$ cat src/rtl/msc_pkg.sv
// ----------------------------------------------------------------------------
// msc_pkg
// Shared types, register codes, reset values and saturating helpers for the
// mass-spring chain step unit.
// ----------------------------------------------------------------------------
package msc_pkg;

	localparam int NODES_DEF = 16;
	localparam int FRAC_DEF  = 24;
	localparam int REG_W     = 31;

	typedef enum logic [2:0] {
		REG_STIFF  = 3'd0,
		REG_DAMP   = 3'd1,
		REG_INVM   = 3'd2,
		REG_WEIGHT = 3'd3,
		REG_DT     = 3'd4,
		REG_REST   = 3'd5,
		REG_NODES  = 3'd6
	} reg_idx_t;

	localparam logic [30:0] RST_STIFF  = 31'd838860800;
	localparam logic [30:0] RST_DAMP   = 31'd1677722;
	localparam logic [30:0] RST_INVM   = 31'd335544320;
	localparam logic [30:0] RST_WEIGHT = 31'd8229225;
	localparam logic [24:0] RST_DT     = 25'd8389;
	localparam logic [30:0] RST_REST   = 31'd838861;
	localparam logic [4:0]  RST_NODES  = 5'd10;

	typedef struct packed {
		logic signed [31:0] px;
		logic signed [31:0] py;
		logic signed [31:0] vx;
		logic signed [31:0] vy;
		logic signed [31:0] fx;
		logic signed [31:0] fy;
	} node_t;

	typedef struct packed {
		logic shift;
		logic f_we;
	} cell_ctl_t;

	typedef struct packed {
		logic busy;
		logic done;
	} unit_stat_t;

	function automatic logic signed [31:0] sat_mag(input logic [63:0] m, input logic neg);
		logic big;
		big = |m[63:31];
		if (neg)
			return big ? 32'sh8000_0000 : -$signed(m[31:0]);
		else
			return big ? 32'sh7fff_ffff : $signed(m[31:0]);
	endfunction

	function automatic logic signed [31:0] sat34(input logic signed [33:0] v);
		if (v[33:31] == 3'b000 || v[33:31] == 3'b111)
			return v[31:0];
		else if (v[33])
			return 32'sh8000_0000;
		else
			return 32'sh7fff_ffff;
	endfunction

	function automatic logic [31:0] mag32(input logic signed [32:0] v);
		logic [32:0] a;
		a = v[32] ? 33'(-v) : 33'(v);
		return a[31:0];
	endfunction

	function automatic logic signed [31:0] rst_pos_x(input int j);
		logic [63:0] p;
		p = 64'(RST_REST) * 64'(j);
		return sat_mag(p, 1'b0);
	endfunction

endpackage

$ cat src/rtl/msc_sqrt.sv
// ----------------------------------------------------------------------------
// msc_sqrt
// Floor square root of a 63-bit value, one result bit per cycle.
// ----------------------------------------------------------------------------
module msc_sqrt (
	input  logic                 clk,
	input  logic                 arst_n,
	input  logic                 start,
	input  logic [62:0]          rad,
	output msc_pkg::unit_stat_t  stat,
	output logic [31:0]          root
);
	import msc_pkg::*;

	logic        busy_q;
	logic        done_q;
	logic [4:0]  cnt_q;
	logic [63:0] rad_q;
	logic [35:0] rem_q;
	logic [31:0] root_q;
	logic [35:0] rem_n;
	logic [35:0] trial;

	assign rem_n = {rem_q[33:0], rad_q[63:62]};
	assign trial = {2'b00, root_q, 2'b01};

	always_ff @(posedge clk or negedge arst_n) begin
		if (!arst_n) begin
			busy_q <= 1'b0;
			done_q <= 1'b0;
			cnt_q  <= '0;
			rad_q  <= '0;
			rem_q  <= '0;
			root_q <= '0;
		end else begin
			done_q <= 1'b0;
			if (start) begin
				busy_q <= 1'b1;
				cnt_q  <= '0;
				rad_q  <= {1'b0, rad};
				rem_q  <= '0;
				root_q <= '0;
			end else if (busy_q) begin
				rad_q <= {rad_q[61:0], 2'b00};
				if (rem_n >= trial) begin
					rem_q  <= rem_n - trial;
					root_q <= {root_q[30:0], 1'b1};
				end else begin
					rem_q  <= rem_n;
					root_q <= {root_q[30:0], 1'b0};
				end
				cnt_q <= cnt_q + 5'd1;
				if (cnt_q == 5'd31) begin
					busy_q <= 1'b0;
					done_q <= 1'b1;
				end
			end
		end
	end

	assign stat.busy = busy_q;
	assign stat.done = done_q;
	assign root      = root_q;

endmodule

$ cat config.mk
export PLATFORM = sky130hd
export DESIGN_NAME = msc_sqrt
export DESIGN_NICKNAME = d
export VERILOG_FILES = /design/src/rtl/msc_pkg.sv /design/src/rtl/msc_sqrt.sv
export SDC_FILE = /design/constraint.sdc
export NUM_CORES = 1
export LEC_CHECK = 0
export BUFFER_PORTS_ARGS = -buffer_cell sky130_fd_sc_hd__buf_2
export CAP_MARGIN = 0
export CORE_MARGIN = 1
export CORE_UTILIZATION = 64
export DETAILED_ROUTE_END_ITERATION = 6
export GPL_TIMING_DRIVEN = 0
export PLACE_DENSITY = 0.87
export SYNTH_ARGS = -nofsm -noshare
export SYNTH_HDL_FRONTEND = slang
export SYNTH_SLANG_ARGS = --single-unit
$ cat constraint.sdc
create_clock -name clk -period 8.2 [get_ports clk]
set_input_delay 1.23 -clock clk [delete_from_list [all_inputs] [get_ports clk]]
set_output_delay 1.23 -clock clk [all_outputs]
set_load 0.02 [all_outputs]
==> flow_summary_export.csv <==
group,metric,value,unit
setup_path,cp-startpoint,"root[0]$_DFFE_PN0P_",
sta,tightest_slew,0.8121,ns
synth,synth-seq-cells,137,
global_route,grt_usage,32.81,%
setup_path,crit-reg2reg-launch,"root[0]$_DFFE_PN0P_",
detailed_routing,wirelength,20880,µm
synth,synth.distinct_cells,71,
cts,clock_latency,0.44,ns
global_route,grt_max_degree,88,
sta,finalCritPeriodShare,39.10,%
detailed_routing,drt_iter0_markers,455,
global_route,grt-ovfl-total,0,
placed_design,place.port_buffers,98,
setup_path,critical_path_required,8.51,ns
placed_design,gp_congestion,0.9220,
cts,cts.path.max_buffers,2,
hold_path,hp-class,"flop to flop",
cts,cts-hold-fix-buffers,0,
global_route,grt_pass1_vias,6985,
power,power.leakage,5.092,nW
finish,post_route_cells_drive_above_1_share,17.39,%
synth,synth_edf_count,0,
hold_path,hold_start,"rad_q[61]$_DFFE_PN0P_",
run,cap_violations,0,
cts,cts.sinks,137,
finish,nets,1107,
die,rows,41,
detailed_routing,ant_nets,0,
die,die-height,115.7,µm
setup_path,cp-end-kind,"flop",
power,ir_drop,207.1,µV
die,initial_utilization,65.55,%
setup_path,r2r-end,"rem_q[26]$_DFFE_PN0P_",
detailed_routing,wl_per_cell,17.54,µm
synth,synth_ff_type,"dfrtp_1",
synth,netlist_instances,887,
detailed_routing,drc_errors,0,
sta,slew_headroom,45.86,%
finish,mostFrequentLayoutCell,"dfrtp_1",
detailed_routing,wl_met1,8929,µm
die,fp.dieArea,13380,µm²
global_route,antenna_found_initial,0,
cts,ctsResizeCount,0,
setup_path,reg2reg_depth,11,
sta,rsz0062_at_grt,"no",
sta,setup-violations-final,0,
die,dieWidth,115.7,µm
finish,layout_common_cells,"dfrtp_1 (137), nand2_1 (131), buf_2 (104), mux2i_1 (99), o21ai_0 (86)",
finish,diodes,0,
cts,root_buffer,"clkbuf_16",
synth,synthesis.area_per_instance,9.325,µm²
finish,syn2layout_area_growth,16.22,%
outcome,status,"finished clean",
setup_path,cp.arrival,3.52,ns
synth,postSynth.asyncResetShare,100.0,%
cts,h-tree-depth,4,
die,core-area,12620,µm²
sta,max_freq,0.3119,GHz
sta,final.setup_skew,0.01067,ns
die,ios,100,
synth,synth_warnings,0,
setup_path,cp-start-kind,"flop",
cts,clk_pin_slew,0.06,ns
detailed_routing,vias,7143,
setup_path,r2r_slack,4.99,ns
detailed_routing,top_layer_used,"met4",
synth,synth_nets,989,
cts,cts_buffers,17,
synth,yosysSeqAreaShare,41.45,%
cts,post_cts_buffers,0,
synth,synth_area,8272,µm²
setup_path,cp-endpoint,"rem_q[26]$_DFFE_PN0P_",
detailed_routing,drtPass1Iterations,4,
sta,hold_slack,0.5331,ns
setup_path,crit_path_max_fanout,10,
sta,setup-tns-final,0,ns
sta,finalHoldViolCount,0,
cts,cts_tree,"yes",
detailed_routing,wl_met2,10020,µm
global_route,grt_pass1_wl,33690,µm
power,power.density,344.3,nW/µm²
setup_path,crit_type,"flop to flop",
sta,slew_violations,0,
detailed_routing,wl_met3,1322,µm
sta,period_minus_slack,3.206,ns
placed_design,hpwl,13940,µm
detailed_routing,routed_via_density,6.003,
-- kinds of logic after synthesis --
| kind of cell | Yosys count | share of synthesized area, % |
|---|---|---|
| AOI/OAI and AO/OA | 218 | 18.67 |
| xor gates and xnor gates | 29 | 3.071 |
| adders and majority gates | 36 | 5.445 |
| buffers and inverters | 101 | 5.445 |
| DFF | 137 | 41.45 |
| muxes | 99 | 11.98 |
| and+or+nand+nor | 267 | 13.95 |
-- state kept, by name, indices dropped and copies added (netlist names) --
| name | flops |
|---|---|
| rad_q | 64 |
| rem_q | 34 |
| root | 32 |
| cnt_q | 5 |
| busy_q | 1 |
| done_q | 1 |
-- worst min-delay path by stage --
stage / endpoint / slack, ns / cells after the start
floorplan: rad_q[63]$_DFFE_PN0P_ / 0.49 / 2
global placement: rad_q[63]$_DFFE_PN0P_ / 0.50 / 2
detailed placement: cnt_q[4]$_DFFE_PN0P_ / 0.52 / 2
CTS: rad_q[63]$_DFFE_PN0P_ / 0.54 / 2
global route: cnt_q[4]$_DFFE_PN0P_ / 0.58 / 2
finish: rad_q[63]$_DFFE_PN0P_ / 0.53 / 2
-- where the power goes --
part	internal, mW	switching (mW)	total, mW
Sequential	0.776	0.0808	0.857
Clock	0.483	0.306	0.788
Combinational	0.723	0.941	1.66
-- synth_stat cells (2+ instances only) --
| cell type | n | area share, % |
|---|---|---|
| dfrtp_1 | 137 | 41 |
| nand2_1 | 131 | 5.9 |
| mux2i_1 | 99 | 12 |
| o21ai_0 | 86 | 5.2 |
| nor2_1 | 81 | 3.7 |
| inv_1 | 44 | 2.0 |
| ha_1 | 36 | 5.4 |
| a21oi_1 | 33 | 2.0 |
| clkbuf_1 | 33 | 1.5 |
| xnor2_1 | 20 | 2.1 |
| a311oi_1 | 15 | 1.6 |
| a21o_1 | 10 | 0.91 |
| a311oi_2 | 10 | 1.8 |
| nand4_1 | 9 | 0.68 |
| xor2_1 | 9 | 0.95 |
| and3_1 | 8 | 0.61 |
| nand3_1 | 8 | 0.48 |
| buf_2 | 7 | 0.42 |
| nand2b_1 | 7 | 0.53 |
| o211ai_1 | 7 | 0.64 |
| a31oi_1 | 6 | 0.45 |
| buf_1 | 6 | 0.27 |
| buf_4 | 6 | 0.54 |
| o21a_1 | 6 | 0.54 |
| nor3_1 | 5 | 0.30 |
| o21bai_1 | 5 | 0.45 |
| buf_6 | 4 | 0.54 |
| or3_1 | 4 | 0.30 |
| a211oi_1 | 3 | 0.27 |
| a21o_2 | 3 | 0.32 |
| and4_1 | 3 | 0.32 |
| o21ai_1 | 3 | 0.18 |
| a2111o_1 | 2 | 0.27 |
| a31o_2 | 2 | 0.21 |
| a41oi_1 | 2 | 0.21 |
| o31ai_1 | 2 | 0.18 |
-- worst max-delay path, cell delays in order (launching register included) --
cell and delay (ns):
dfrtp_1 0.44, inv_1 0.07, ha_1 0.36, nor2b_4 0.17, o31ai_4 0.23, a32oi_4 0.21
a211oi_4 0.43, a21oi_4 0.14, a31oi_4 0.37, buf_6 0.22, nand2_1 0.08, a311oi_1 0.36
-- metal layers --
| layer | GRT usage [%] | vias to the layer above |
|---|---|---|
| li1 | - | 3364 |
| met1 | 42.27 | 3439 |
| met2 | 52.73 | 274 |
| met3 | 8.473 | 66 |
| met4 | 13.93 | 0 |
| met5 | 0 | - |
-- through the flow --
stage               setup WS (ns)  total power, mW  utilization [%]  instances  cell area (µm²)
CTS                         5.025            3.278            76.17       1190             9613
floorplan                   5.415            2.127                -        887             8272
finish                      4.994            3.309            76.17       1190             9613
global route                4.889            3.486            76.17       1190             9613
detailed placement          5.160            2.467            71.41       1158             9011
global placement            4.041            2.423            71.14       1157             8977
-- area by class of cell --
class,instances,area (µm²)
Fill cell,894,3007
Clock buffer,24,491.7
Multi-Input combinational cell,649,4393
Clock inverter,8,110.1
Buffer,57,285.3
Timing Repair Buffer,99,524.3
Sequential cell,137,3428
Tap cell,172,215.2
Inverter,44,165.2
Note: power is estimated with default switching activity, not from simulation.
