## config.mk

```make
export PLATFORM = sky130hd
export DESIGN_NAME = msc_cell
export DESIGN_NICKNAME = d
export VERILOG_FILES = /design/src/rtl/msc_pkg.sv /design/src/rtl/msc_cell.sv
export SDC_FILE = /design/constraint.sdc
export NUM_CORES = 1
export LEC_CHECK = 0
export ABC_AREA = 1
export BUFFER_PORTS_ARGS = -buffer_cell sky130_fd_sc_hd__buf_2
export CORE_AREA = 4 4 173 175
export DETAILED_ROUTE_END_ITERATION = 10
export DIE_AREA = 0 0 177 179
export GPL_TIMING_DRIVEN = 0
export PLACE_DENSITY_LB_ADDON = 0.05
export SYNTH_ARGS = -nofsm -noshare
export SYNTH_HDL_FRONTEND = slang
export SYNTH_SLANG_ARGS = --single-unit
```

## constraint.sdc

```tcl
create_clock -name clk -period 0.8 [get_ports clk]
set_input_delay 0 -clock clk [delete_from_list [all_inputs] [get_ports clk]]
set_output_delay 0 -clock clk [all_outputs]
set_load 0.05 [all_outputs]
```

## src/rtl/msc_pkg.sv

```systemverilog
// ----------------------------------------------------------------------------
// msc_pkg
// Shared types, register codes, reset values and saturating helpers for the
// mass-spring chain step unit.
// ----------------------------------------------------------------------------
package msc_pkg;

	localparam int NODES_DEF = 16;
	localparam int FRAC_DEF  = 24;
	localparam int REG_W     = 31;

	typedef enum logic [2:0] {
		REG_STIFF  = 3'd0,
		REG_DAMP   = 3'd1,
		REG_INVM   = 3'd2,
		REG_WEIGHT = 3'd3,
		REG_DT     = 3'd4,
		REG_REST   = 3'd5,
		REG_NODES  = 3'd6
	} reg_idx_t;

	localparam logic [30:0] RST_STIFF  = 31'd838860800;
	localparam logic [30:0] RST_DAMP   = 31'd1677722;
	localparam logic [30:0] RST_INVM   = 31'd335544320;
	localparam logic [30:0] RST_WEIGHT = 31'd8229225;
	localparam logic [24:0] RST_DT     = 25'd8389;
	localparam logic [30:0] RST_REST   = 31'd838861;
	localparam logic [4:0]  RST_NODES  = 5'd10;

	typedef struct packed {
		logic signed [31:0] px;
		logic signed [31:0] py;
		logic signed [31:0] vx;
		logic signed [31:0] vy;
		logic signed [31:0] fx;
		logic signed [31:0] fy;
	} node_t;

	typedef struct packed {
		logic shift;
		logic f_we;
	} cell_ctl_t;

	typedef struct packed {
		logic busy;
		logic done;
	} unit_stat_t;

	function automatic logic signed [31:0] sat_mag(input logic [63:0] m, input logic neg);
		logic big;
		big = |m[63:31];
		if (neg)
			return big ? 32'sh8000_0000 : -$signed(m[31:0]);
		else
			return big ? 32'sh7fff_ffff : $signed(m[31:0]);
	endfunction

	function automatic logic signed [31:0] sat34(input logic signed [33:0] v);
		if (v[33:31] == 3'b000 || v[33:31] == 3'b111)
			return v[31:0];
		else if (v[33])
			return 32'sh8000_0000;
		else
			return 32'sh7fff_ffff;
	endfunction

	function automatic logic [31:0] mag32(input logic signed [32:0] v);
		logic [32:0] a;
		a = v[32] ? 33'(-v) : 33'(v);
		return a[31:0];
	endfunction

	function automatic logic signed [31:0] rst_pos_x(input int j);
		logic [63:0] p;
		p = 64'(RST_REST) * 64'(j);
		return sat_mag(p, 1'b0);
	endfunction

endpackage

```

## src/rtl/msc_cell.sv

```systemverilog
// ----------------------------------------------------------------------------
// msc_cell
// One node of the chain ring: position, velocity and force accumulator.
// Takes its neighbor's record on shift; force can be overwritten in place.
// ----------------------------------------------------------------------------
module msc_cell #(
	parameter logic signed [31:0] PX_RST = '0
) (
	input  logic                  clk,
	input  logic                  arst_n,
	input  msc_pkg::cell_ctl_t    ctl,
	input  msc_pkg::node_t        d_in,
	input  logic signed [31:0]    fx_in,
	input  logic signed [31:0]    fy_in,
	output msc_pkg::node_t        q
);
	import msc_pkg::*;

	node_t rec_q;

	always_ff @(posedge clk or negedge arst_n) begin
		if (!arst_n) begin
			rec_q    <= '0;
			rec_q.px <= PX_RST;
		end else if (ctl.shift) begin
			rec_q <= d_in;
		end else if (ctl.f_we) begin
			rec_q.fx <= fx_in;
			rec_q.fy <= fy_in;
		end
	end

	assign q = rec_q;

endmodule

```

==> run summary, run 1 <==
* finished with violations — status
* negative hold slack, negative setup slack — violations in the final reports
* sky130_fd_sc_hd__dfrtp_1 — post-synth top area cell
* 2 — Bufs on Longest Clock Path
* true — unrepaired setup endpoints after global routing
* 800 ps — Crit path required time
* 1920 nW/um^2 — power density over the cells
* 0 — final routed DRC violation total
* 7.64 nW — leakage power of the design
* 50.3 mm — wire length of the first global-routing pass
* 1150 — Post-Synthesis Net Count
* buf_6 — list of cells traversed by the critical path
* -344 ps — worst setup slack after placement
* 0.759 — weighted congestion at the end of routability-driven global placement
* sky130_fd_sc_hd__nand2_1, sky130_fd_sc_hd__dfrtp_1, sky130_fd_sc_hd__nand3_1 — cell types with the highest counts after synthesis
* done — TritonCTS clock tree
* 2 — worst-path maximum fanout
* 192 — number of register bits inferred by synthesis
* output port — Worst setup EP type
* 10700 um^2 — cell area after placement
* 31700 um^2 — Die ar.
* 179 um — height of the die
* 23.4 mm — half-perimeter wire length after placement
* 8 — number of different library cells in the post-synthesis netlist
* 192 — number of flip-flops under the largest register name
* 5040 um^2 — area taken by flip-flops and latches
* 192 — count of final setup violators
* 0.969 GHz — fmax
* 0 — Detail Route Antenna Nets
* sky130_fd_sc_hd__dfrtp_2 — cell type of the slowest stage on the worst timing path
* 450 — number of port buffers
* 1030 ps — data arrival time of the critical path
* 0 — total overflow reported by the global router
* 33.2 mm — overall routed net length
* 20.3% — global-route usage over all layers
* 2701 — Filler cells
* 45.4% — fraction of layout cells with a size suffix above 1
* 177 um — die extent in x
* 4 — H-tree level count
* 1.07 mV — highest ir drop seen on vdd
* 30 ps — setup slack of the worst register-to-register path
* 0 — warning count from the yosys run
* -232 ps — setup slack after layout
* 28500 um^2 — core footprint
* flip-flop — crit start category
* 257 — total of hold buffers inserted after clock tree synthesis
* 97.3% — Area growth, synth to finish
* 15200 um^2 — final design area excluding fillers
* 53.3% — Final Core Density
* 0 — total count of max-transition violations in the final report
* 729 ps — actual slew at the worst max-slew pin
* sky130_fd_sc_hd__dfrtp_1 — top flip-flop cell by instance count after synthesis
* 27.0% — Starting Density
* flip-flop to output port — worst setup path category
* sky130_fd_sc_hd__clkbuf_16 — cell at the root of the clock tree
* 9035 — via count of the first global-routing pass
* 62 — total number of placement rows
* 430 ps — source-to-sink clock delay at the later pin of the worst-skew pair
* flip-flops — family with the most delay on the worst path
* 4.26 — detailed-route vias per instance
* sky130_fd_sc_hd__dfrtp_1, sky130_fd_sc_hd__nand2_1, sky130_fd_sc_hd__nand3_1, sky130_fd_sc_hd__buf_2, sky130_fd_sc_hd__buf_4 — top cells by area in the synthesized netlist
* 8622 — via count
* 62.4% — sequential area share after synthesis
* 100% — FFs w/ async S/R, synth
* 62.4% — Yosys top cell area share
* 419 — iteration-0 DRC count of the detailed router
* 4 — router iterations before antenna repair
* sky130_fd_sc_hd__nand2_1 — most instantiated library cell after synthesis
* primary input to async pin — type of the most critical hold path
* 80 ps — register clock-pin slew on the reported worst setup and hold paths
* 890 — synthesized netlist cell count
* -455 ps — post-route worst hold slack
* 129% — fraction of the cycle the final worst path needs
* 0 — number of enable flip-flop cells after synthesis
* 452 — number of I/O pins
* 3 — initial antenna violation count
* 1 — sum of buffers and inverters on the critical path
* 104 — largest net degree at the start of global routing
* 7690 um^2 — Post-Synthesis Cell Area
* 1887 — Net count, final
* 17 — clock buffer count from CTS
* 51.4% — headroom to the max-slew limit
* 192 — Num Clock Sinks
* 8.64 um^2 — post-synthesis average cell area
* 1030 ps — final critical delay including setup and external delays
* 0 ps — largest clock skew in the final design
* 0 — Max-Cap Viols
* 2580 um^2 — combined area of the multi-input logic cells
* 430 ps — max incr delay on CP
* 16.4 um — wire per inst
* -39330 ps — Sum Neg Setup Slack
* 93 — final hold violation count
-- where the power goes --
group / internal [mW] / switching [mW]
Sequential: 10.7 / 0.663
Clock: 4.50 / 4.33
Combinational: 3.60 / 5.34
Total: 18.8 / 10.3
-- layer usage --
layer / share of wire [%] / global-route usage [%] / vias up
li1: - / - / 4263
met1: 39 / 24.1 / 3984
met2: 50 / 35.6 / 324
met3: 8.1 / 6.01 / 49
met4: 2.7 / 6.51 / 2
met5: 0.060 / 0 / -
-- layout by cell type, fill, tap and decap left out, drive strengths merged --
master       instances
buf                517
dfrtp              192
nand3              128
diode                2
bufinv               1
dlygate4sd3        256
inv                  9
clkinv               5
clkbuf              19
nor2                 1
nand2              512
-- through the flow --
| step | power, mW | hold WS, ps | cells |
|---|---|---|---|
| 3_3_place_gp | 18.1 | 200 | 1724 |
| 5_1_grt | 30.5 | -413 | 2026 |
| 6_report | 29.2 | -455 | 2026 |
| 4_1_cts | 29.5 | -424 | 2022 |
| 3_5_place_dp | 18.1 | 63.2 | 1725 |
| 2_1_floorplan | 15.8 | -296 | 890 |
-- cells by family (layout without fill, tap and decap cells) --
logic type | count (synthesis) | count (layout) | synth area share (%)
buffers and inverters | 57 | 807 | 4.10
DFF | 192 | 192 | 62.4
other | 0 | 2 | 0
and+or+nand+nor | 641 | 641 | 33.5
-- what timing repair did --
| item | in CTS | in global routing |
|---|---|---|
| gates cloned | 0 | 0 |
| setup buffers | 8 | 3 |
| gates resized for setup | 386 | 5 |
| hold endpoints to repair | 281 | 93 |
| endpoints found under the setup margin | 192 | 196 |
-- path summary, 6_finish.rpt --
kind / start / end / cells after the start
max: q[51] / q[51] / 1
min: arst_n / q[165] / 1
max reg2reg: q[35] / q[35] / 3
min reg2reg: q[124] / q[124] / 2
max in group asynchronous: arst_n / q[5] / 2
min in group clk: ctl[0] / q[0] / 4
-- cell type report --
| cell class | instances | area share, % |
|---|---|---|
| clock inverter | 14 | 1.12 |
| clock buffer | 18 | 2.83 |
| buffer | 56 | 2.05 |
| antenna | 2 | 0.0330 |
| inverter | 1 | 0.0247 |
| timing repair buffer | 718 | 40.5 |
| multi-input combinational | 641 | 17.0 |
| tap | 384 | 3.17 |
| sequential | 192 | 33.2 |
No activity file was read; power rests on OpenSTA's default activity.
==> run 2: changes to the inputs <==
PLACE_DENSITY_LB_ADDON = not set   (was 0.05)
==> run 2 against run 1 <==
  * The flow still finishes with violations (negative hold slack, negative setup slack)
  * Cell count grew 0.69%
  * Worst setup slack worse by 15 ps
  * Sequential cell count unchanged
  * Worst hold slack lost 11 ps
  * Sequential power about the same
  * Clock power fell by 2%
  * Critical endpoint is now q[42]
  * Largest power group unchanged
==> run summary, run 2 (synthesis results as in run 1) <==
* done — TritonCTS clock tree
* 35.0 mm — overall routed net length, +5.6%
* 1050 ps — final critical delay including setup and external delays, +14.7 ps
* 62 — total number of placement rows, unchanged
* 4.51 — detailed-route vias per instance, +6.0%
* 177 um — die extent in x, unchanged
* 27.0% — Starting Density, unchanged
* 0 — total count of max-transition violations in the final report, unchanged
* 2 — worst-path maximum fanout, unchanged
* -40550 ps — Sum Neg Setup Slack, -1220 ps
* 106 — largest net degree at the start of global routing, +1.9%
* 17.2 um — wire per inst, +4.8%
* 440 ps — max incr delay on CP, about the same
* 450 — iteration-0 DRC count of the detailed router, +7.4%
* 1 — initial antenna violation count, -2
* 52.7 mm — wire length of the first global-routing pass, +4.8%
* buf_6 — list of cells traversed by the critical path
* sky130_fd_sc_hd__dfrtp_2 — cell type of the slowest stage on the worst timing path
* sky130_fd_sc_hd__clkbuf_16 — cell at the root of the clock tree
* 800 ps — Crit path required time, about the same
* 80 ps — register clock-pin slew on the reported worst setup and hold paths, about the same
* 4 — H-tree level count, unchanged
* flip-flop — crit start category
* 1050 ps — data arrival time of the critical path, +20 ps
* 7.70 nW — leakage power of the design, +0.89%
* output port — Worst setup EP type
* 91 — final hold violation count, -2.2%
* 450 — number of port buffers, unchanged
* primary input to async pin — type of the most critical hold path
* 195 — count of final setup violators, +1.6%
* 5 — router iterations before antenna repair, +1
* 2 — Bufs on Longest Clock Path, unchanged
* 192 — number of flip-flops under the largest register name, unchanged
* 5040 um^2 — area taken by flip-flops and latches, unchanged
* 23.4% — fraction of met1 tracks used by global routing, -0.67 points
* 131% — fraction of the cycle the final worst path needs, +1.8 points
* 9857 — via count of the first global-routing pass, +9.1%
* 720 ps — actual slew at the worst max-slew pin, -8.62 ps
* finished with violations — status
* 2590 um^2 — combined area of the multi-input logic cells, +0.19%
* 21.1% — global-route usage over all layers, +0.78 points
* -466 ps — post-route worst hold slack, -10.8 ps
* sky130_fd_sc_hd__nand2_1 — commonest non-fill, non-tap cell in the layout
* 37.2% — global-route track usage on met2, +1.6 points
* 257 — total of hold buffers inserted after clock tree synthesis, unchanged
* 0 ps — largest clock skew in the final design, unchanged
* 2343 — Filler cells, -13%
* 1.30 mV — highest ir drop seen on vdd, +22%
* met2 — grt peak-use layer
* 0.787 — weighted congestion at the end of routability-driven global placement, +3.6%
* 29.3 mW — total power of the final layout, +0.47%
* 1902 — Net count, final, +0.79%
* 5.74% — grt met3 use, -0.27 points
* flip-flops — family with the most delay on the worst path
* 52.0% — headroom to the max-slew limit, +0.57 points
* 17 — clock buffer count from CTS, unchanged
* 98.9% — Area growth, synth to finish
* 179 um — height of the die, unchanged
* 0 — Detail Route Antenna Nets, unchanged
* true — unrepaired setup endpoints after global routing
* 21.7 mm — half-perimeter wire length after placement, -7.3%
* 452 — number of I/O pins, unchanged
* 1 — sum of buffers and inverters on the critical path, unchanged
* 28500 um^2 — core footprint, unchanged
* 0.956 GHz — fmax, -1.4%
* negative hold slack, negative setup slack — violations in the final reports
* 0 — Max-Cap Viols, unchanged
* 0 — final routed DRC violation total, unchanged
* -246 ps — setup slack after layout, -14.7 ps
* sky130_fd_sc_hd__nand2_1, sky130_fd_sc_hd__buf_2, sky130_fd_sc_hd__dlygate4sd3_1 — top library cells by usage in the layout, fill and taps aside
* 31700 um^2 — Die ar., unchanged
* 46.0% — fraction of layout cells with a size suffix above 1, +0.62 points
* 192 — Num Clock Sinks, unchanged
* 9199 — via count, +6.7%
* 1920 nW/um^2 — power density over the cells, -0.31%
* flip-flop to output port — worst setup path category
* 0 — total overflow reported by the global router, unchanged
* 430 ps — source-to-sink clock delay at the later pin of the worst-skew pair, about the same
run 2: final cells by class:
cell class | count | share of cell area (%)
Sequential cell | 192 | 33.0
Antenna cell | 1 | 0.0164
Clock inverter | 12 | 0.818
Tap cell | 384 | 3.14
Inverter | 1 | 0.0245
Multi-Input combinational cell | 641 | 16.9
Timing Repair Buffer | 733 | 41.1
Buffer | 56 | 2.04
Clock buffer | 20 | 2.98
run 2: metal layers:
layer | vias to the layer above | share of wire, %
met2 | 467 | 51
met4 | 0 | 5.0
met1 | 4322 | 37
met3 | 126 | 7.3
li1 | 4284 | -
met5 | - | 0
run 2: final timing paths:
| check | from | endpoint | slack, ps | cells past startpoint |
|---|---|---|---|---|
| worst max-delay path | q[42] | q[42] | -250 | 1 |
| worst min-delay path | arst_n | q[119] | -470 | 1 |
| worst max register to register | q[42] | q[42] | -40 | 3 |
| worst min register to register | q[178] | q[178] | 490 | 2 |
| max in group asynchronous | arst_n | q[69] | 250 | 2 |
| min in group clk | ctl[1] | q[1] | -90 | 4 |
run 2: stage by stage:
step | utilization (%) | area, um^2 | cells | worst slack, ps
finish | 53.7 | 15300 | 2040 | -246
global route | 53.7 | 15300 | 2040 | -285
CTS | 53.2 | 15100 | 2024 | -285
detailed placement | 37.6 | 10700 | 1725 | -287
global placement | 37.5 | 10700 | 1724 | -4040
floorplan | - | 7930 | 890 | 30.3
run 2: timing repair:
item	in CTS	in global routing
endpoints found under the setup margin	192	200
hold endpoints to repair	279	91
resized for setup	387	12
setup buffers	10	18
pin swaps	0	2
run 2: where the power goes:
part,internal (mW),switching (mW),total [mW]
Combinational,3.70,5.47,9.17
Sequential,10.7,0.720,11.5
Clock,4.55,4.13,8.68
Total,19.0,10.3,29.3
