**config.mk**
```make
export PLATFORM = sky130hd
export DESIGN_NAME = msc_div
export DESIGN_NICKNAME = d
export VERILOG_FILES = /design/src/rtl/msc_pkg.sv /design/src/rtl/msc_div.sv
export SDC_FILE = /design/constraint.sdc
export NUM_CORES = 1
export LEC_CHECK = 0
export CORE_UTILIZATION = 30
export CTS_CLUSTER_SIZE = 8
export DETAILED_ROUTE_END_ITERATION = 16
export DONT_BUFFER_PORTS = 1
export GPL_TIMING_DRIVEN = 0
export PLACE_DENSITY = 0.4
export SLEW_MARGIN = 20
export SYNTH_ARGS = -nofsm -noshare
export SYNTH_HDL_FRONTEND = slang
export SYNTH_SLANG_ARGS = --single-unit
```
**constraint.sdc**
```tcl
create_clock -name clk -period 3.5 [get_ports clk]
set_input_delay 0.35 -clock clk [delete_from_list [all_inputs] [get_ports clk]]
set_output_delay 0.35 -clock clk [all_outputs]
set_load 0.01 [all_outputs]
```
**src/rtl/msc_pkg.sv**
```systemverilog
// ----------------------------------------------------------------------------
// msc_pkg
// Shared types, register codes, reset values and saturating helpers for the
// mass-spring chain step unit.
// ----------------------------------------------------------------------------
package msc_pkg;

	localparam int NODES_DEF = 16;
	localparam int FRAC_DEF  = 24;
	localparam int REG_W     = 31;

	typedef enum logic [2:0] {
		REG_STIFF  = 3'd0,
		REG_DAMP   = 3'd1,
		REG_INVM   = 3'd2,
		REG_WEIGHT = 3'd3,
		REG_DT     = 3'd4,
		REG_REST   = 3'd5,
		REG_NODES  = 3'd6
	} reg_idx_t;

	localparam logic [30:0] RST_STIFF  = 31'd838860800;
	localparam logic [30:0] RST_DAMP   = 31'd1677722;
	localparam logic [30:0] RST_INVM   = 31'd335544320;
	localparam logic [30:0] RST_WEIGHT = 31'd8229225;
	localparam logic [24:0] RST_DT     = 25'd8389;
	localparam logic [30:0] RST_REST   = 31'd838861;
	localparam logic [4:0]  RST_NODES  = 5'd10;

	typedef struct packed {
		logic signed [31:0] px;
		logic signed [31:0] py;
		logic signed [31:0] vx;
		logic signed [31:0] vy;
		logic signed [31:0] fx;
		logic signed [31:0] fy;
	} node_t;

	typedef struct packed {
		logic shift;
		logic f_we;
	} cell_ctl_t;

	typedef struct packed {
		logic busy;
		logic done;
	} unit_stat_t;

	function automatic logic signed [31:0] sat_mag(input logic [63:0] m, input logic neg);
		logic big;
		big = |m[63:31];
		if (neg)
			return big ? 32'sh8000_0000 : -$signed(m[31:0]);
		else
			return big ? 32'sh7fff_ffff : $signed(m[31:0]);
	endfunction

	function automatic logic signed [31:0] sat34(input logic signed [33:0] v);
		if (v[33:31] == 3'b000 || v[33:31] == 3'b111)
			return v[31:0];
		else if (v[33])
			return 32'sh8000_0000;
		else
			return 32'sh7fff_ffff;
	endfunction

	function automatic logic [31:0] mag32(input logic signed [32:0] v);
		logic [32:0] a;
		a = v[32] ? 33'(-v) : 33'(v);
		return a[31:0];
	endfunction

	function automatic logic signed [31:0] rst_pos_x(input int j);
		logic [63:0] p;
		p = 64'(RST_REST) * 64'(j);
		return sat_mag(p, 1'b0);
	endfunction

endpackage

```
**src/rtl/msc_div.sv**
```systemverilog
// ----------------------------------------------------------------------------
// msc_div
// Unsigned 64 by 33 bit divide, one quotient bit per cycle. Quotients of
// 2^32 or more come back as all ones.
// ----------------------------------------------------------------------------
module msc_div (
	input  logic                 clk,
	input  logic                 arst_n,
	input  logic                 start,
	input  logic [63:0]          dividend,
	input  logic [32:0]          divisor,
	output msc_pkg::unit_stat_t  stat,
	output logic [63:0]          quo
);
	import msc_pkg::*;

	logic        busy_q;
	logic        done_q;
	logic        ovf_q;
	logic [4:0]  cnt_q;
	logic [32:0] den_q;
	logic [32:0] rem_q;
	logic [31:0] lo_q;
	logic [31:0] q_q;
	logic [33:0] rem_n;
	logic [33:0] sub;

	assign rem_n = {rem_q, lo_q[31]};
	assign sub   = rem_n - {1'b0, den_q};

	always_ff @(posedge clk or negedge arst_n) begin
		if (!arst_n) begin
			busy_q <= 1'b0;
			done_q <= 1'b0;
			ovf_q  <= 1'b0;
			cnt_q  <= '0;
			den_q  <= '0;
			rem_q  <= '0;
			lo_q   <= '0;
			q_q    <= '0;
		end else begin
			done_q <= 1'b0;
			if (start) begin
				den_q <= divisor;
				rem_q <= {1'b0, dividend[63:32]};
				lo_q  <= dividend[31:0];
				cnt_q <= '0;
				if ({1'b0, dividend[63:32]} >= divisor) begin
					ovf_q  <= 1'b1;
					done_q <= 1'b1;
				end else begin
					ovf_q  <= 1'b0;
					busy_q <= 1'b1;
				end
			end else if (busy_q) begin
				lo_q <= {lo_q[30:0], 1'b0};
				if (!sub[33]) begin
					rem_q <= sub[32:0];
					q_q   <= {q_q[30:0], 1'b1};
				end else begin
					rem_q <= rem_n[32:0];
					q_q   <= {q_q[30:0], 1'b0};
				end
				cnt_q <= cnt_q + 5'd1;
				if (cnt_q == 5'd31) begin
					busy_q <= 1'b0;
					done_q <= 1'b1;
				end
			end
		end
	end

	assign stat.busy = busy_q;
	assign stat.done = done_q;
	assign quo       = ovf_q ? '1 : {32'd0, q_q};

endmodule

```
==> results of run 1 <==
sequential cells by signal, summed over array words and instances (netlist names):
register	count
rem_q	33
busy_q	1
den_q	33
lo_q	32
done_q	1
cnt_q	5
ovf_q	1
q_q	32
critical path: stages, from the launching register on:
cell and delay [ns]:
sky130_fd_sc_hd__dfrtp_1 0.35, sky130_fd_sc_hd__inv_1 0.06, sky130_fd_sc_hd__ha_1 0.21, sky130_fd_sc_hd__fa_1 0.41
sky130_fd_sc_hd__nor2b_1 0.21, sky130_fd_sc_hd__o31a_1 0.23, sky130_fd_sc_hd__o211a_1 0.29, sky130_fd_sc_hd__o32ai_2 0.15
sky130_fd_sc_hd__o311ai_1 0.51, sky130_fd_sc_hd__nand3_1 0.17, sky130_fd_sc_hd__and3_1 0.21, sky130_fd_sc_hd__nor3_1 0.18
sky130_fd_sc_hd__o32ai_1 0.11
cell usage in the layout (no fill, tap or decap), types with 11 or more instances in the layout:
| master | n |
|---|---|
| sky130_fd_sc_hd__nand4_1 | 13 |
| sky130_fd_sc_hd__nand2_1 | 213 |
| sky130_fd_sc_hd__dfrtp_1 | 137 |
| sky130_fd_sc_hd__a21oi_1 | 50 |
| sky130_fd_sc_hd__a21o_1 | 27 |
| sky130_fd_sc_hd__buf_1 | 12 |
| sky130_fd_sc_hd__xor2_1 | 13 |
| sky130_fd_sc_hd__mux2i_1 | 36 |
| sky130_fd_sc_hd__nand3_1 | 19 |
| sky130_fd_sc_hd__buf_4 | 35 |
| sky130_fd_sc_hd__buf_2 | 11 |
| sky130_fd_sc_hd__xnor2_1 | 12 |
| sky130_fd_sc_hd__a22o_1 | 17 |
| sky130_fd_sc_hd__nor2_1 | 76 |
| sky130_fd_sc_hd__o211ai_1 | 16 |
| sky130_fd_sc_hd__clkbuf_1 | 34 |
| sky130_fd_sc_hd__or2_2 | 36 |
| sky130_fd_sc_hd__o21ai_0 | 93 |
| sky130_fd_sc_hd__clkbuf_16 | 17 |
| sky130_fd_sc_hd__ha_1 | 67 |
| sky130_fd_sc_hd__inv_1 | 80 |
worst max path at each step:
stage                     slack (ns)   endpoint         from  cells past startpoint
after floorplan                 0.89  rem_q[32]     den_q[0]                     11
after global placement         -1.05     done_q  divisor[26]                      8
after CTS                       0.22  rem_q[32]     lo_q[31]                     12
after global routing            0.04  rem_q[32]     lo_q[31]                     12
final                           0.25  rem_q[32]     lo_q[31]                     12
after detailed placement        0.24  rem_q[32]     lo_q[31]                     12
routing by layer:
layer | routed length (um) | share of wire, % | GRT usage, %
met1 | 14000 | 48 | 26.2
met4 | 253 | 0.87 | 4.27
met5 | 0 | 0 | 0
met3 | 1550 | 5.3 | 4.07
met2 | 13400 | 46 | 30.1
report_power, final:
group | internal (mW) | total [mW] | leakage, nW | switching [mW]
sequential | 1.94 | 2.22 | 1.72 | 0.284
clock | 1.19 | 1.96 | 0.300 | 0.777
combinational | 1.70 | 4.22 | 3.28 | 2.52
total | 4.83 | 8.41 | 5.31 | 3.58
kinds of logic (layout without fill, tap and decap cells):
| group | count (synthesis) | count (layout) |
|---|---|---|
| adders and majority gates | 68 | 68 |
| AOI/OAI and AO/OA | 273 | 273 |
| buffers and inverters | 171 | 204 |
| and+or+nand+nor | 402 | 402 |
| muxes | 37 | 37 |
| xor gates and xnor gates | 27 | 27 |
| DFF | 138 | 138 |
cell type report:
| type | count | area share (%) |
|---|---|---|
| sequential | 138 | 33.1 |
| timing repair buffer | 1 | 0.0479 |
| clock inverter | 12 | 1.54 |
| buffer | 91 | 4.65 |
| tap | 396 | 4.74 |
| multi-input combinational | 807 | 48.6 |
| inverter | 80 | 2.87 |
| clock buffer | 20 | 4.47 |
cells in the mapped netlist, drive strengths merged (3+ instances only):
| master | number |
|---|---|
| a211oi | 7 |
| a221oi | 3 |
| o311ai | 3 |
| nand2b | 7 |
| nor3 | 7 |
| nor2b | 7 |
| xnor2 | 14 |
| ha | 67 |
| and2 | 4 |
| a31oi | 6 |
| nand4 | 13 |
| xor2 | 13 |
| nor3b | 5 |
| dfrtp | 138 |
| buf | 57 |
| o21ai | 100 |
| a21o | 27 |
| nor4 | 3 |
| a311oi | 4 |
| and3 | 3 |
| o311a | 3 |
| inv | 80 |
| nor2 | 76 |
| a22o | 17 |
| a21oi | 52 |
| o21a | 7 |
| nand2 | 214 |
| mux2i | 36 |
| o31ai | 4 |
| o2111ai | 3 |
| o211ai | 16 |
| or2 | 36 |
| clkbuf | 34 |
| nand3 | 20 |
repair_timing:
item	CTS	global route
resized for setup	0	0
endpoints found under the hold margin	138	138
buffers inserted	0	0
metrics by stage:
step / instances / utilization [%]
after floorplan: 1116 / -
after global placement: 1512 / 32.0
after detailed placement: 1513 / 32.1
after CTS: 1545 / 34.2
after global routing: 1545 / 34.2
final: 1545 / 34.2
==> Flow_metrics.wiki, run 1 <==
{| class="wikitable"
! Metric !! Value
|-
| Instance area at placement || about 9800 um^2
|-
| Synthesis-to-layout area growth || 12.3%
|-
| Top flip-flop cell by instance count after synthesis || sky130_fd_sc_hd__dfrtp_1
|-
| Number of nets at the end of the flow || 1,304
|-
| Achievable frequency || 308 MHz
|-
| Mux cell area share after synthesis || 3.99%
|-
| Routed wirelength normalized by instance count || about 19 um
|-
| Largest net degree at the start of global routing || 139
|-
| Cells taking the most area after synthesis || sky130_fd_sc_hd__dfrtp_1 (37%), sky130_fd_sc_hd__ha_1 (9.0%), sky130_fd_sc_hd__nand2_1 (8.6%)
|-
| Post-route DRC violation count || 0
|-
| Layout cell share with drive strength beyond 1 || ~12%
|-
| Placement row count || 64
|-
| Violated checks || negative hold slack
|-
| Average instance area after synthesis || 8.34 um^2
|-
| Cell area after synthesis || 9310 um^2
|-
| Normalized max-slew margin || 32.0%
|-
| # Max-Cap Violations || 0
|-
| Worst reg2reg path startpoint || lo_q[31]
|-
| Power per unit of standard cell area || 805 nW/um^2
|-
| Yosys Warn Count || 0
|-
| Footprint of the multi-input gates || 5080 um^2
|-
| Hold_ws || -0.387 ns
|-
| Pleak || 5.31 nW
|-
| Count of flip-flops with a built-in enable after synthesis || 0
|-
| Cell count of the worst reg-to-reg path || 12
|-
| Xor/xnor cell area share of the yosys netlist || 2.82%
|-
| Yosys top cell area share || 37.1%
|-
| Basic-gate share of the synthesized area counting and, or, nand and nor cells || about a fifth
|-
| Setup slack of the most critical reg-to-reg path || around 0.25 ns
|-
| Setup slack of the critical path after layout || between 0.2 and 0.3 ns
|-
| Number of CTS-inserted buffers || 17
|-
| Number of antenna violations at the first check in global routing || 0
|-
| Clock Latency Late Sink || between 0.4 and 0.5 ns
|-
| CTS root buf || sky130_fd_sc_hd__clkbuf_16
|-
| VDD IR max || around 0.35 mV
|-
| Number of endpoints failing setup at the final stage || 0
|-
| Clock transition at path regs || 0.06 ns
|-
| Category of the worst setup path capture point || register
|-
| Die W || about 180 um
|-
| Layout fillers || around 3,300
|-
| Total chip power || 8.41 mW
|-
| Antenna-violating nets left || 0
|-
| Combinational family with the most area after synthesis || simple AND/OR/NAND/NOR gates
|-
| Post-Synthesis Net Count || 1,284
|-
| Worst setup slack after placement || 0.244 ns
|-
| Outcome || finished, violations left
|-
| Cell area after layout || 10,500 um^2
|-
| Capture instance of the worst register-to-register path || rem_q[32]
|-
| Area inside the core boundary || 30,600 um^2
|-
| Final global-route overflow total || 0
|-
| Synthesized-area fraction occupied by ao, oa, aoi and oai cells || 19.0%
|-
| Wire length of the first global-routing pass || roughly 45,000 um
|-
| Number of clock sinks seen by CTS || 138
|-
| Kind of start point of the critical path || register
|-
| Count of pins over their slew limit || 0
|-
| TritonCTS clock tree || done
|-
| Initial DRC count || 407
|-
| Post-layout min period || 3.25 ns
|-
| Via density per instance || 5.02
|-
| Worst EP required || 3.78 ns
|-
| Clock Path Buffers || 2
|-
| Biggest fanout along the worst timing path || 4
|-
| Async set or reset register ratio after synthesis || between 90% and 100%
|-
| Via count of the first global-routing pass || 7,666
|-
| Worst Path Arrival || 3.53 ns
|-
| GRT Util Overall || 19.0%
|-
| Aggregate negative setup slack || 0 ns
|-
| Share of the yosys chip area belonging to registers || a little under two fifths
|-
| Level count of the clock H-tree || 4
|-
| Initial Util || 30.4%
|-
| I/O pin count || around 170
|-
| Library cell with the largest summed area after synthesis || sky130_fd_sc_hd__dfrtp_1
|-
| Vias after detailed routing || 7,758
|-
| Yosys reg bits || ~140
|-
| Routability Congestion || 0.838
|-
| Max Clock Skew || between 0.015 and 0.02 ns
|-
| RSZ-0062 raised after global routing || no
|-
| Register cell area after layout || 3450 um^2
|-
| Count of buffers from port buffering || 0
|-
| Final Hold Violating Endpoints || 138
|-
| WS Path Type || reg -> reg
|-
| Unique masters post-synth || 70
|-
| Final critical-path share of the clock period || between 90% and 100%
|-
| Gate Count Post-Synth || 1,116
|-
| Actual slew at the worst max-slew pin || 1.01 ns
|-
| Height of the die || 178 um
|-
| Inserted Diodes || 0
|-
| Total length of routed wires || ~29,000 um
|-
| Adder-cell share of the synthesized area || under 10%
|-
| Number of iterations in the first detailed-routing pass || 4
|-
| Worst hold path type || in -> async
|-
| Detailed placement HPWL || 21,800 um
|-
| Die area || 31,700 um^2
|}
No activity file was read; power rests on OpenSTA's default activity.
==> inputs of run 2 (changes only) <==
RECOVER_POWER = 50   (was unset)
==> run 2 against run 1 <==
  * The run still ends with negative hold slack left
  * Cell area shrank 0.95%
  * Maximum frequency grew 0.17%
  * Non-clock buffer count is the same
  * Wire length grew 0.16%
  * Clock skew is essentially flat
  * Hold slack is essentially flat
  * Power shrank 0.29%
  * First-iteration DRC count grew 4.7%
  * Largest cell class unchanged
==> Flow_metrics.wiki, run 2 (synthesis gave the netlist of run 1 again) <==
{| class="wikitable"
! Metric !! Value
|-
| Outcome || finished, violations left
|-
| Violated checks || negative hold slack
|-
| VDD IR max || 0.354 mV
|-
| I/O pin count || 166
|-
| Share of the core filled with cells in the final layout || roughly a third
|-
| Number of iterations in the first detailed-routing pass || 4
|-
| Max Clock Skew || roughly 0.017 ns
|-
| # Max-Cap Violations || 0
|-
| Most frequent standard cell in the layout excluding fill and tap cells || sky130_fd_sc_hd__nand2_1
|-
| Level count of the clock H-tree || 4
|-
| Clock transition at path regs || 0.06 ns
|-
| CTS root buf || sky130_fd_sc_hd__clkbuf_16
|-
| Category of the worst setup path capture point || register
|-
| Largest net degree at the start of global routing || 139
|-
| Detailed placement HPWL || ~22,000 um
|-
| Layout cell share with drive strength beyond 1 || 9.23%
|-
| Number of endpoints failing setup at the final stage || 0
|-
| Footprint of the multi-input gates || 5080 um^2
|-
| Number of CTS-inserted buffers || 17
|-
| Total length of routed wires || 29,300 um
|-
| Total chip power || 8.38 mW
|-
| Finished Layout Cells || around 1,500
|-
| Worst EP required || 3.78 ns
|-
| Routed wirelength normalized by instance count || 18.9 um
|-
| Capture instance of the worst register-to-register path || rem_q[32]
|-
| Antenna-violating nets left || 0
|-
| Register cell area after layout || 3450 um^2
|-
| Wire length of the first global-routing pass || 45,000 um
|-
| Inserted Diodes || 0
|-
| TritonCTS clock tree || done
|-
| Die W || between 150 and 200 um
|-
| Power per unit of standard cell area || roughly 810 nW/um^2
|-
| Via count of the first global-routing pass || 7,666
|-
| Number of clock sinks seen by CTS || 138
|-
| Worst hold path type || in -> async
|-
| Count of buffers from port buffering || 0
|-
| Post-route DRC violation count || 0
|-
| Final global-route overflow total || 0
|-
| Number of antenna violations at the first check in global routing || 0
|-
| Routability Congestion || 0.838
|-
| Synthesis-to-layout area growth || 11.2%
|-
| Worst reg2reg path startpoint || lo_q[31]
|-
| WS Path Type || reg -> reg
|-
| Hold_ws || -0.387 ns
|-
| Largest registers || den_q x33, rem_q x33
|-
| Actual slew at the worst max-slew pin || 1.04 ns
|-
| Number of nets at the end of the flow || 1,304
|-
| Clock Latency Late Sink || 0.44 ns
|-
| Via density per instance || 5.01
|-
| Placement row count || 64
|-
| Layout fillers || between 3,000 and 4,000
|-
| Pleak || ~5.2 nW
|-
| Height of the die || 178 um
|-
| GRT Util Overall || 19.0%
|-
| Vias after detailed routing || 7,742
|-
| Clock Path Buffers || 2
|-
| Post-layout min period || 3.24 ns
|-
| Worst Path Arrival || 3.53 ns
|-
| Final critical-path share of the clock period || 92.7%
|-
| Final Hold Violating Endpoints || 138
|-
| Achievable frequency || 308 MHz
|-
| Count of pins over their slew limit || 0
|-
| Post CTS Setup Buffer Count || 0
|-
| Area inside the core boundary || 30,600 um^2
|-
| Biggest fanout along the worst timing path || 4
|-
| Cell count of the worst reg-to-reg path || 12
|-
| Initial DRC count || 426
|-
| Normalized max-slew margin || 30.9%
|-
| Die area || 31,700 um^2
|-
| DP Cell Count || 1,513
|-
| Initial Util || 30.4%
|-
| Setup slack of the most critical reg-to-reg path || 0.26 ns
|-
| Top library cells by usage in the layout, fill and taps aside || sky130_fd_sc_hd__nand2_1 (213), sky130_fd_sc_hd__dfrtp_1 (138), sky130_fd_sc_hd__o21ai_0 (93), sky130_fd_sc_hd__inv_1 (80), sky130_fd_sc_hd__nor2_1 (76)
|-
| Kind of start point of the critical path || register
|-
| RSZ-0062 raised after global routing || no
|-
| Aggregate negative setup slack || 0 ns
|}
[run 2: stage by stage]
step / cell area (um^2) / setup slack (ns)
finish: 10400 / 0.257
global route: 10400 / 0.0447
CTS: 10400 / 0.223
detailed placement: 9820 / 0.244
global placement: 9800 / -1.05
floorplan: 9310 / 0.895
[run 2: layer usage]
| layer | share of wire, % | global-route usage [%] | up-vias |
|---|---|---|---|
| li1 | - | - | 3834 |
| met4 | 0.92 | 4.27 | 0 |
| met5 | 0 | 0 | - |
| met1 | 48 | 26.2 | 3712 |
| met2 | 46 | 30.1 | 182 |
| met3 | 5.4 | 4.07 | 14 |
[run 2: where the power goes]
part	total, mW	switching [mW]	leakage (nW)	internal, mW
logic	4.20	2.51	3.18	1.68
registers	2.22	0.283	1.73	1.94
clock network	1.96	0.778	0.300	1.19
[run 2: final cells by class]
cell class / instances / share of cell area, %
Sequential cell: 138 / 33.4
Buffer: 91 / 3.75
Clock buffer: 20 / 4.51
Tap cell: 396 / 4.79
Multi-Input combinational cell: 807 / 49.1
Timing Repair Buffer: 1 / 0.0483
Clock inverter: 12 / 1.56
Inverter: 80 / 2.90
[run 2: repair_timing]
action | in CTS | in global routing
gates resized for setup | 0 | 0
endpoints found under the setup margin | 0 | 0
endpoints found under the hold margin | 138 | 138
[run 2: critical path, cell delays in order, from the launching register on]
cell and delay (ns):
sky130_fd_sc_hd__dfrtp_1 0.35, sky130_fd_sc_hd__inv_1 0.06, sky130_fd_sc_hd__ha_1 0.21, sky130_fd_sc_hd__fa_1 0.41
sky130_fd_sc_hd__nor2b_1 0.21, sky130_fd_sc_hd__o31a_1 0.23, sky130_fd_sc_hd__o211a_1 0.29, sky130_fd_sc_hd__o32ai_2 0.16
sky130_fd_sc_hd__o311ai_1 0.50, sky130_fd_sc_hd__nand3_1 0.17, sky130_fd_sc_hd__and3_1 0.21, sky130_fd_sc_hd__nor3_1 0.18
sky130_fd_sc_hd__o32ai_1 0.11
[run 2: worst max path at each step]
stage | from | endpoint | slack [ns] | cells past startpoint
global route | lo_q[31] | rem_q[32] | 0.04 | 12
floorplan | den_q[0] | rem_q[32] | 0.89 | 11
finish | lo_q[31] | rem_q[32] | 0.26 | 12
global placement | divisor[26] | done_q | -1.05 | 8
CTS | lo_q[31] | rem_q[32] | 0.22 | 12
detailed placement | lo_q[31] | rem_q[32] | 0.24 | 12
==> inputs of run 3 (changes only) <==
CTS_BUF_LIST = sky130_fd_sc_hd__clkbuf_4 sky130_fd_sc_hd__clkbuf_8   (was unset)
==> run 3 against run 2 <==
  * Clock skew increased by 0.0032 ns
  * Die area unchanged
  * Non-clock buffer count increased by 81
  * Flip-flop and latch count unchanged
  * Count of clock-buffer cells in the layout unchanged
  * Largest cell class unchanged
  * The flow finishes with violations (max-capacitance violations, max-slew violations)
==> Flow_metrics.wiki, run 3 (synthesis gave the netlist of run 1 again) <==
{| class="wikitable"
! Metric !! Value
|-
| Outcome || finished, violations left
|-
| Violated checks || max-capacitance violations, max-slew violations
|-
| Category of the worst setup path capture point || register
|-
| Post-route DRC violation count || 0
|-
| Via count of the first global-routing pass || 8,059
|-
| Buffers and inverters on the worst path || 1
|-
| Cell Chain, Critical Path || ha_1 > a21oi_1 > o21ai_1 > nor3_1 > a211o_1 > nand3_2 > xnor2_4 > buf_4 > nor2_1 > a221oi_1 > a21oi_1
|-
| Layout cell share with drive strength beyond 1 || 10.2%
|-
| Worst setup slack after placement || 0.244 ns
|-
| Power dissipated by switching net loads || 3.57 mW
|-
| Top library cells by usage in the layout, fill and taps aside || sky130_fd_sc_hd__nand2_1 (213), sky130_fd_sc_hd__dfrtp_1 (138), sky130_fd_sc_hd__o21ai_0 (93), sky130_fd_sc_hd__inv_1 (80), sky130_fd_sc_hd__dlygate4sd3_1 (80)
|-
| Final critical-path share of the clock period || 93.1%
|-
| Detailed placement HPWL || 21,800 um
|-
| Pleak || 5.53 nW
|-
| Design internal power || 4.46 mW
|-
| Die W || between 150 and 200 um
|-
| Finished Layout Cells || 1,626
|-
| Cell count of the worst reg-to-reg path || 11
|-
| Resized cells post-CTS || 0
|-
| Power per unit of standard cell area || 728 nW/um^2
|-
| Via density per instance || between 4 and 5
|-
| Antenna-violating nets left || 0
|-
| Worst Path Arrival || 3.58 ns
|-
| Final Hold Violating Endpoints || 0
|-
| Final global-route overflow total || 0
|-
| Worst EP required || 3.82 ns
|-
| Cell area after layout || 11,000 um^2
|-
| Area inside the core boundary || around 30,000 um^2
|-
| Level count of the clock H-tree || 4
|-
| Number of CTS-inserted buffers || 17
|-
| TritonCTS clock tree || done
|-
| Post CTS Setup Buffer Count || 0
|-
| Switching share of power || 44.5%
|-
| Vias after detailed routing || 8,042
|-
| Number of clock sinks seen by CTS || 138
|-
| Family with the most delay on the worst path || compound AO/OA/AOI/OAI gates
|-
| Most frequent standard cell in the layout excluding fill and tap cells || sky130_fd_sc_hd__nand2_1
|-
| Kind of start point of the critical path || register
|-
| Achievable frequency || 307 MHz
|-
| Clock Latency Late Sink || 0.47 ns
|-
| Initial Util || 30.4%
|-
| CTS root buf || sky130_fd_sc_hd__clkbuf_8
|-
| Portion of total power attributed to sequential cells || 27.6%
|-
| Total length of routed wires || 29,900 um
|-
| Inserted Diodes || 0
|-
| Layout fillers || 3,263
|-
| VDD IR max || between 0.3 and 0.4 mV
|-
| Clock Path Buffers || 2
|-
| Largest net degree at the start of global routing || 139
|-
| Routed wirelength normalized by instance count || 18.4 um
|-
| CP startpoint || rem_q[29]
|-
| DP Cell Count || around 1,500
|-
| Instance area at placement || 9820 um^2
|-
| Max Clock Skew || 0.0200 ns
|-
| Capture instance of the worst register-to-register path || rem_q[29]
|-
| Register cell area after layout || 3450 um^2
|-
| Path length in cells of the critical path || 11
|-
| Height of the die || 178 um
|-
| Critical Path Max Stage Delay || 0.40 ns
|-
| Most common cell type on the critical path || sky130_fd_sc_hd__a21oi_1
|-
| Post-layout min period || 3.26 ns
|-
| GRT Util Overall || between 15 and 20%
|-
| Routability Congestion || roughly 0.84
|-
| Count of buffers from port buffering || 0
|-
| Clock transition at path regs || 0.09 ns
|-
| Synthesis-to-layout area growth || 18.6%
|-
| Largest registers || den_q x33, rem_q x33
|-
| Number of endpoints failing setup at the final stage || 0
|-
| Number of iterations in the first detailed-routing pass || 4
|-
| Setup slack of the critical path after layout || 0.243 ns
|-
| Critical path destination || rem_q[29]
|-
| # Max-Cap Violations || 1
|-
| Combinational share of power || 53.8%
|-
| Count of pins over their slew limit || ~140
|-
| WS Path Type || reg -> reg
|-
| Worst reg2reg path startpoint || rem_q[29]
|-
| Actual slew at the worst max-slew pin || roughly 2.1 ns
|-
| I/O pin count || 166
|-
| Clock Power Share || 18.6%
|-
| Cell with the largest stage delay on the worst path || sky130_fd_sc_hd__dfrtp_1
|-
| Biggest fanout along the worst timing path || 10
|-
| Number of antenna violations at the first check in global routing || 0
|-
| Setup slack of the most critical reg-to-reg path || 0.24 ns
|-
| Number of nets at the end of the flow || 1,385
|-
| Die area || 31,700 um^2
|-
| Footprint of the multi-input gates || roughly 5100 um^2
|-
| Wire length of the first global-routing pass || 46,200 um
|-
| Normalized max-slew margin || -37.8%
|-
| RSZ-0062 raised after global routing || no
|-
| Worst hold path type || in -> reg
|-
| Initial DRC count || 412
|-
| Placement row count || 64
|}
## run 3: worst min path at each step
| stage | start | to | slack, ns | depth (start not counted) |
|---|---|---|---|---|
| after global placement | arst_n | q_q[7] | 0.06 | 0 |
| after detailed placement | arst_n | q_q[5] | 0.06 | 0 |
| after floorplan | arst_n | busy_q | 0.05 | 0 |
| final | divisor[14] | den_q[14] | 0.03 | 2 |
| after CTS | dividend[57] | rem_q[25] | 0.001 | 2 |
| after global routing | divisor[0] | den_q[0] | 0.005 | 1 |
## run 3: worst reg2reg max path: stages (launching register included)
cell	delay (ns)
sky130_fd_sc_hd__dfrtp_1	0.40
sky130_fd_sc_hd__ha_1	0.37
sky130_fd_sc_hd__a21oi_1	0.32
sky130_fd_sc_hd__o21ai_1	0.15
sky130_fd_sc_hd__nor3_1	0.22
sky130_fd_sc_hd__a211o_1	0.26
sky130_fd_sc_hd__nand3_2	0.19
sky130_fd_sc_hd__xnor2_4	0.35
sky130_fd_sc_hd__buf_4	0.29
sky130_fd_sc_hd__nor2_1	0.06
sky130_fd_sc_hd__a221oi_1	0.37
sky130_fd_sc_hd__a21oi_1	0.13
## run 3: through the flow
step                utilization (%)  setup TNS, ns  hold WS, ns  total power, mW
finish                         36.1              0       0.0284             8.03
global placement               32.0          -3.06       0.0575             6.47
global route                   36.1              0      0.00487             8.67
detailed placement             32.1              0       0.0585             6.46
CTS                            36.2              0      0.00123             8.12
floorplan                         -              0       0.0544             5.39
## run 3: power groups by stage
| stage | logic, mW | clock network (mW) | registers, mW |
|---|---|---|---|
| finish | 4.32 | 1.49 | 2.22 |
| global route | 4.81 | 1.59 | 2.27 |
| CTS | 4.36 | 1.54 | 2.22 |
| detailed placement | 4.22 | 0 | 2.25 |
| global placement | 4.22 | 0 | 2.25 |
| floorplan | 3.23 | 0 | 2.16 |
## run 3: layout make-up
class / count / share of cell area (%)
buffer: 91 / 4.16
clock buffer: 20 / 2.49
clock inverter: 12 / 1.46
inverter: 80 / 2.72
multi-input combinational: 807 / 46.0
sequential: 138 / 31.3
tap: 396 / 4.49
timing repair buffer: 82 / 7.37
## run 3: metal layers
layer | global-route usage (%) | wire length (um)
met1 | 26.9 | 14600
met2 | 31.0 | 13800
met3 | 3.39 | 1250
met4 | 4.56 | 289
met5 | 0 | 0
## run 3: what timing repair did
| action | 4_1_cts | 5_1_grt |
|---|---|---|
| endpoints found under the setup margin | 0 | 0 |
| hold buffers | 81 | 0 |
| hold endpoints to repair | 217 | 0 |
